**config.mk**
```make
export PLATFORM = sky130hd
export DESIGN_NAME = upct_cordic
export DESIGN_NICKNAME = d
export VERILOG_FILES = /design/src/rtl/upct_pkg.sv /design/src/rtl/upct_cordic.sv
export SDC_FILE = /design/constraint.sdc
export NUM_CORES = 2
export LEC_CHECK = 0
export BUFFER_PORTS_ARGS = -buffer_cell sky130_fd_sc_hd__buf_2
export CAP_MARGIN = 5
export CORE_AREA = 10 10 524 526
export DETAILED_ROUTE_END_ITERATION = 12
export DIE_AREA = 0 0 534 536
export MAX_ROUTING_LAYER = met4
export PLACE_DENSITY = 0.74
export SETUP_SLACK_MARGIN = 0.02
export SLEW_MARGIN = 20
export SYNTH_ARGS = -nofsm -noshare
export SYNTH_HDL_FRONTEND = slang
export SYNTH_SLANG_ARGS = --single-unit
```
**constraint.sdc**
```tcl
create_clock -name clock -period 14.08 [get_ports clock]
set_clock_uncertainty 0.1 [all_clocks]
set_input_delay 1.408 -clock clock [delete_from_list [all_inputs] [get_ports clock]]
set_output_delay 1.408 -clock clock [all_outputs]
set_load 0.005 [all_outputs]
```
**src/rtl/upct_pkg.sv**
```systemverilog
`default_nettype none
package upct_pkg;

   localparam int ANGLE_BITS_DEF    = 16;
   localparam int CORDIC_STAGES_DEF = 16;
   localparam int ATAN_ENTRIES      = 24;
   localparam logic signed [33:0] CORDIC_GAIN = 34'sd652032874;

   localparam logic [2:0] CSR_INV_LAMBDA  = 3'd0;
   localparam logic [2:0] CSR_BIAS_COEF   = 3'd1;
   localparam logic [2:0] CSR_LAMBDA_POW4 = 3'd2;
   localparam logic [2:0] CSR_RANGE_VAR   = 3'd3;
   localparam logic [2:0] CSR_SENSOR_X    = 3'd4;
   localparam logic [2:0] CSR_SENSOR_Y    = 3'd5;

   typedef struct packed {
      logic [15:0] trk_num;
      logic [31:0] frame_no;
      logic [7:0]  source_index;
      logic [23:0] meas_range;
   } meta_type;

   function automatic logic [31:0] atan_entry(input int idx);
      logic [31:0] v;
      case (idx)
         0: v = 32'd536870912;
         1: v = 32'd316933406;
         2: v = 32'd167458907;
         3: v = 32'd85004756;
         4: v = 32'd42667331;
         5: v = 32'd21354465;
         6: v = 32'd10679838;
         7: v = 32'd5340245;
         8: v = 32'd2670163;
         9: v = 32'd1335087;
         10: v = 32'd667544;
         11: v = 32'd333772;
         12: v = 32'd166886;
         13: v = 32'd83443;
         14: v = 32'd41722;
         15: v = 32'd20861;
         16: v = 32'd10430;
         17: v = 32'd5215;
         18: v = 32'd2608;
         19: v = 32'd1304;
         20: v = 32'd652;
         21: v = 32'd326;
         22: v = 32'd163;
         23: v = 32'd81;
         default: v = 32'd0;
      endcase
      return v;
   endfunction

   // round to nearest, ties away from zero, then shift right
   function automatic logic signed [71:0] rnd(input logic signed [71:0] v, input int sh);
      logic signed [71:0] h;
      logic signed [71:0] a;
      h = 72'sd1 <<< (sh - 1);
      a = v[71] ? (h - 72'sd1) : h;
      return (v + a) >>> sh;
   endfunction

endpackage
`default_nettype wire

```
**src/rtl/upct_cordic.sv**
```systemverilog
`default_nettype none
module upct_cordic
   import upct_pkg::*;
#(
   parameter int ANGLE_BITS    = ANGLE_BITS_DEF,
   parameter int CORDIC_STAGES = CORDIC_STAGES_DEF
) (
   input  wire logic               clock,
   input  wire logic               reset,
   input  wire logic               adv,
   input  wire logic               in_valid,
   input  wire logic signed [15:0] in_bearing,
   input  wire meta_type           in_meta,
   output logic                    out_valid,
   output logic signed [17:0]      out_cos,
   output logic signed [17:0]      out_sin,
   output meta_type                out_meta
);

   localparam logic [31:0] MASK = ~((32'd1 << (32 - ANGLE_BITS)) - 32'd1);

   logic signed [33:0] x_ff [CORDIC_STAGES+1];
   logic signed [33:0] y_ff [CORDIC_STAGES+1];
   logic signed [33:0] z_ff [CORDIC_STAGES+1];
   logic               f_ff [CORDIC_STAGES+1];
   logic               v_ff [CORDIC_STAGES+1];
   meta_type           m_ff [CORDIC_STAGES+1];

   logic [31:0]        a_in;
   logic               flip_in;
   logic [31:0]        sum_in;

   always_comb begin
      a_in    = {in_bearing, 16'd0} & MASK;
      sum_in  = a_in + 32'h4000_0000;
      flip_in = sum_in[31];
   end

   always_ff @(posedge clock) begin
      if (reset) begin
         v_ff[0] <= 1'b0;
      end else if (adv) begin
         v_ff[0] <= in_valid;
      end
      if (adv) begin
         x_ff[0] <= CORDIC_GAIN;
         y_ff[0] <= 34'sd0;
         z_ff[0] <= 34'(signed'(a_in ^ {flip_in, 31'd0}));
         f_ff[0] <= flip_in;
         m_ff[0] <= in_meta;
      end
   end

   for (genvar i = 0; i < CORDIC_STAGES; i++) begin : g_stage
      localparam logic signed [33:0] ATAN = 34'(signed'({1'b0, atan_entry(i) & MASK}));
      logic signed [33:0] x_in, y_in, z_in;
      always_comb begin
         if (!z_ff[i][33]) begin
            x_in = x_ff[i] - (y_ff[i] >>> i);
            y_in = y_ff[i] + (x_ff[i] >>> i);
            z_in = z_ff[i] - ATAN;
         end else begin
            x_in = x_ff[i] + (y_ff[i] >>> i);
            y_in = y_ff[i] - (x_ff[i] >>> i);
            z_in = z_ff[i] + ATAN;
         end
      end
      always_ff @(posedge clock) begin
         if (reset) begin
            v_ff[i+1] <= 1'b0;
         end else if (adv) begin
            v_ff[i+1] <= v_ff[i];
         end
         if (adv) begin
            x_ff[i+1] <= x_in;
            y_ff[i+1] <= y_in;
            z_ff[i+1] <= z_in;
            f_ff[i+1] <= f_ff[i];
            m_ff[i+1] <= m_ff[i];
         end
      end
   end

   function automatic logic signed [17:0] fin(input logic signed [33:0] v, input logic neg);
      logic signed [71:0] t;
      t = neg ? -72'(v) : 72'(v);
      t = rnd(t, 14);
      if (t > 72'sd65536) begin
         t = 72'sd65536;
      end else if (t < -72'sd65536) begin
         t = -72'sd65536;
      end
      return t[17:0];
   endfunction

   logic signed [17:0] cos_ff, sin_ff;
   logic               ov_ff;
   meta_type           om_ff;

   always_ff @(posedge clock) begin
      if (reset) begin
         ov_ff <= 1'b0;
      end else if (adv) begin
         ov_ff <= v_ff[CORDIC_STAGES];
      end
      if (adv) begin
         cos_ff <= fin(x_ff[CORDIC_STAGES], f_ff[CORDIC_STAGES]);
         sin_ff <= fin(y_ff[CORDIC_STAGES], f_ff[CORDIC_STAGES]);
         om_ff  <= m_ff[CORDIC_STAGES];
      end
   end

   assign out_valid = ov_ff;
   assign out_cos   = cos_ff;
   assign out_sin   = sin_ff;
   assign out_meta  = om_ff;

endmodule
`default_nettype wire

```
* Word level (Yosys, flattened, before mapping)
Memories as Yosys holds them, arrays and structs flattened. A register that Yosys moved wholly into a read port is not among the register bits. Cells that the tools add are included.
Word-level totals: word-level logic and storage cells 205, memories kept 6, input bits 100, register bits 36, RAM bits 3128, output and inout bits 117, bits in latches 0, memory bits (read-only) 0
Memories:
- m_ff | depth 17, width 80, rd ports 17, clocked after memory_dff 1, write ports 17, RTL line upct_cordic.sv:27 | meta_type m_ff [CORDIC_STAGES+1];
- x_ff | depth 17, width 34, rd ports 17, clocked after memory_dff 0, write ports 17, RTL line upct_cordic.sv:22 | logic signed [33:0] x_ff [CORDIC_STAGES+1];
- y_ff | depth 17, width 34, rd ports 17, clocked after memory_dff 0, write ports 17, RTL line upct_cordic.sv:23 | logic signed [33:0] y_ff [CORDIC_STAGES+1];
- z_ff | depth 17, width 34, rd ports 16, clocked after memory_dff 0, write ports 17, RTL line upct_cordic.sv:24 | logic signed [33:0] z_ff [CORDIC_STAGES+1];
- f_ff | depth 17, width 1, rd ports 17, clocked after memory_dff 0, write ports 17, RTL line upct_cordic.sv:25 | logic f_ff [CORDIC_STAGES+1];
- v_ff | depth 17, width 1, rd ports 17, clocked after memory_dff 1, write ports 17, RTL line upct_cordic.sv:26 | logic v_ff [CORDIC_STAGES+1];
Operators by class: shift-type cells 0, add/sub/neg operators 96, order comparisons 4, multiplexer cells 75, bitwise logic cells 18, equality and inequality tests 0, multipliers 0, reductions and logical operators 2, divide/modulo/power cells 0
Operators with widths (number):
- 2-to-1 mux 34 bit | 46
- adder 72 x 15 -> 72 bit | 2
- 2-to-1 mux 72 bit | 2
- negation 34 -> 72 bit | 2
- greater-than comparator 58 x 18 -> 1 bit, second input constant | 2
- less-than comparator 58 x 17 -> 1 bit, second input constant | 2
- adder 34 x 19 -> 34 bit | 2
- adder 34 x 20 -> 34 bit | 2
- adder 34 x 21 -> 34 bit | 2
- adder 34 x 22 -> 34 bit | 2
- adder 34 x 23 -> 34 bit | 2
- adder 34 x 24 -> 34 bit | 2
- adder 34 x 25 -> 34 bit | 2
- adder 34 x 26 -> 34 bit | 2
- adder 34 x 27 -> 34 bit | 2
- adder 34 x 28 -> 34 bit | 2
- adder 34 x 29 -> 34 bit | 2
- adder 34 x 30 -> 34 bit | 2
- adder 34 x 31 -> 34 bit | 2
- adder 34 x 32 -> 34 bit | 2
- adder 34 x 33 -> 34 bit | 2
- subtractor 34 x 19 -> 34 bit | 2
- subtractor 34 x 20 -> 34 bit | 2
- subtractor 34 x 21 -> 34 bit | 2
- 49 further kinds | 103

* Depth between registers and ports, before layout
An unclocked memory read counts as a cell.
depth in word-level cells 7, gate-level depth with buffers 23, gate-level depth less buffers 22

* Worst setup path before layout
Ideal clock, no wire load.
path type flip-flop to flip-flop, from memory f_ff[16][0] (netlist: f_ff[0][16]), to register cos_ff[8] (netlist: out_cos[8]), data pin, path buffers 8, arrival time 5592 ps, setup time 158 ps, slack 8230 ps, period minus slack after synthesis 5850 ps, data required time 13822 ps, stages on the path, launching flop included 23, cells stage by stage edfxtp_1 buf_4 clkbuf_1 clkbuf_1 clkbuf_1 buf_1 clkbuf_1 clkbuf_1 o21ai_0 xnor2_1 ha_1 nand3_1 o221ai_1 a211oi_1 o31a_1 a2111oi_1 nand3_1 or3_1 or3_1 a221oi_2 a21boi_1 buf_4 a211oi_2
RTL lines:
- start: declaration | RTL line upct_cordic.sv:25
- end signal: assignment | RTL line upct_cordic.sv:107 | cos_ff <= fin(x_ff[CORDIC_STAGES], f_ff[CORDIC_STAGES]);
- end: declaration | RTL line upct_cordic.sv:96 | logic signed [17:0] cos_ff, sin_ff;

==> flow_metrics.py <==
metrics = {
    "logic_synthesis": {
        "yosysSeqAreaShare_pct": 54.3,
        "syn_avg_cell_area_um2": 11.9,
        "synth.top_cell.area_share_pct": 54.2,
        "synth_common_cells": "edfxtp_1, ha_1, a21oi_1",
        "yosysMostFrequentCell": "edfxtp_1",
        "synth.area.top_cells": "edfxtp_1, ha_1, xnor2_1",
        "ys_seq_elements": 2756,
        "syn-num-nets": 14100,
        "ys.flop_type": "edfxtp_1",
        "synth_edf_count": 2755,
        "synth.cell_area_um2": 153000,
        "synthArstFlopShare_pct": 0,
        "syn_inst": 12800,
        "yosysWarnings": 0,
        "synth_cell_types": 103,
        "synth_top_cell_by_area": "edfxtp_1",
    },
    "floorplan": {
        "rows": 189,
        "ios": 217,
        "die_w_um": 534,
        "initial_core_util_pct": 57.7,
        "die_h_um": 536,
        "core_um2": 264000,
        "dieArea_um2": 286000,
    },
    "clock_network": {
        "clock-sinks": 2756,
        "htreeDepth": 5,
        "insertion_delay_ns": 0.92,
        "cts_resized": 0,
        "cts_made_buffers": 293,
        "cts_tree": "yes",
        "post_cts.repair.setup_buffers": 0,
        "ctsHoldBuffers": 0,
        "clock_path_buffers": 4,
        "root_buffer": "clkbuf_16",
        "path_clk_slew_ns": 0.06,
    },
    "cells_and_area": {
        "multiInputGateArea_um2": 67200,
        "area_delta_synth_final_pct": 9.65,
        "fillers": 20000,
        "register_area_um2": 82700,
        "drive_above_1_share_pct": 6.31,
        "nets": 14500,
    },
    "detailed_routing": {
        "drcViolationCount": 0,
        "wirelength_mm": 353,
        "drtAntennaViolNets": 0,
        "wl_per_cell_um": 20.8,
        "dr.pass1.iters": 9,
        "viasPerCell": 5.93,
        "dr.first_iter.drc_count": 7594,
        "vias": 101000,
    },
    "placed_design": {
        "gp_congestion": 0.948,
        "hpwl_mm": 258,
        "port_buffers": 216,
    },
    "min_path": {
        "hold_path.class": "flip-flop to flip-flop",
        "min_path_cells": 0,
    },
    "setup_path": {
        "start_kind": "flip-flop",
        "rrSetupSlack_ns": 6.39,
        "cp_slowest_cell": "a21boi_1",
        "crit_end": "out_cos[0]",
        "crit_chain": "or3_1, or4_1, nor3_2, nand2_1, nor3_1, nor2_1, nor2_1, inv_1, ha_1, nand3_1, o221ai_1, a211oi_1, o31a_1, a2111oi_1, buf_4, nand3_1, nor4_2, and2_1, o211a_1, a21boi_1, nor2_1",
        "crit_path_max_fanout": 12,
        "end_kind": "flip-flop",
        "cp_slowest_stage_delay_ns": 0.79,
        "rr_endpoint": "out_cos[0]",
        "crit_top_cell": "nor2_1",
        "startpoint": "x_ff[0][546]",
        "criticalPathCategory": "flip-flop to flip-flop",
        "crit_arrival_ns": 8.15,
        "worstPathRequired_ns": 14.55,
        "ff2ff_path_depth": 21,
        "rr_startpoint": "x_ff[0][546]",
    },
    "status": {
        "status": "finished clean",
    },
    "timing": {
        "min_period_ns": 7.69,
        "relSlewSlack_pct": 28.3,
        "hold_viol_final": 0,
        "finalMaxSlewViolations": 0,
        "finalSetupViolCount": 0,
        "worst_pin_slew_ns": 1.08,
        "max_freq_mhz": 130,
        "setup_tns_ns": 0,
        "fin_crit_sh_pct": 54.6,
        "rsz0062_at_grt": "no",
    },
    "global_routing": {
        "grt_max_degree": 177,
        "antenna_found_initial": 5,
        "gr-total-overflow": 0,
        "grt_pass1_vias": 101000,
        "grt_pass1_wl_mm": 556,
        "grt_use_total_pct": 24.7,
    },
    "flow_run": {
        "drv_cap": 0,
    },
}
==> sequential cells by signal (all words and copies together), names as in the netlist <==
signal	count
out_meta	80
x_ff	484
m_ff	1360
z_ff	250
f_ff	17
y_ff	511
v_ff	17
out_valid	1
out_cos	18
out_sin	18
==> layer usage <==
metal | wire (µm) | global-route usage (%) | vias to the layer above
met5 | 0 | - | -
met3 | 13400 | 2.48 | 860
met1 | 141000 | 28.7 | 48400
met4 | 18300 | 11.0 | 0
li1 | - | - | 48700
met2 | 180000 | 43.5 | 2620
==> stage by stage <==
| stage | setup slack [ns] | area [µm²] | hold WS [ns] | instances | util (%) |
|---|---|---|---|---|---|
| CTS | 6.33 | 167000 | 0.282 | 16900 | 63.3 |
| global route | 5.88 | 167000 | 0.301 | 16900 | 63.3 |
| global placement | 6.36 | 158000 | 0.300 | 16400 | 59.7 |
| detailed placement | 6.41 | 158000 | 0.305 | 16400 | 59.7 |
| floorplan | 8.23 | 153000 | 0.300 | 12800 | - |
| finish | 6.39 | 167000 | 0.291 | 16900 | 63.3 |
==> placed cells by master, fill, tap and decap left out, types with 83 or more instances in the layout <==
cell,instances
a211oi_1,107
a21o_1,436
a21oi_1,1163
a31oi_1,118
and2_1,86
and3_1,83
buf_2,215
clkbuf_16,295
edfxtp_1,2755
ha_1,1179
inv_1,502
nand2_1,529
nand2b_1,160
nand3_1,177
nor2_1,1125
nor2b_1,131
nor3_1,367
nor4_1,113
o21a_1,173
o21ai_0,482
o21bai_1,147
or3_1,89
xnor2_1,1113
xor2_1,595
==> critical path: cells and delay by family (launching register included) <==
| kind | cells | cell delay, ns |
|---|---|---|
| fa+ha+maj | 1 | 0.40 |
| buf+inv | 2 | 0.53 |
| simple gates | 12 | 3.72 |
| flops | 1 | 0.44 |
| compound gates | 6 | 2.13 |
==> worst min path at each step <==
stage                            from            to  slack, ns
after floorplan            f_ff[0][9]   f_ff[0][10]       0.30
after global placement    m_ff[9][26]  m_ff[10][26]       0.30
after detailed placement   f_ff[0][7]    f_ff[0][8]       0.30
after CTS                 m_ff[7][79]   m_ff[8][79]       0.28
after global routing      m_ff[7][79]   m_ff[8][79]       0.30
final                     m_ff[7][79]   m_ff[8][79]       0.29
==> cell families (layout without fill, tap and decap cells) <==
logic type | after synthesis | count (layout) | share of synthesized area, %
flops | 2756 | 2756 | 54.3
fa+ha+maj | 1222 | 1222 | 10.2
buf+inv | 690 | 1294 | 1.72
mux | 107 | 107 | 0.744
other cells | 0 | 2 | 0
xor+xnor | 1710 | 1710 | 9.84
compound gates | 3161 | 3161 | 13.1
simple gates | 3161 | 3161 | 10.1
==> layout make-up <==
class | count | area share (%)
Inverter | 503 | 1.13
Clock buffer | 351 | 4.54
Sequential cell | 2756 | 49.5
Clock inverter | 171 | 1.08
Antenna cell | 2 | 0.00299
Timing Repair Buffer | 269 | 0.965
Multi-Input combinational cell | 9361 | 40.2
Tap cell | 3533 | 2.64
Power is not shown: default switching activity piles up to over one toggle a cycle in this logic, so the estimate is an artifact.
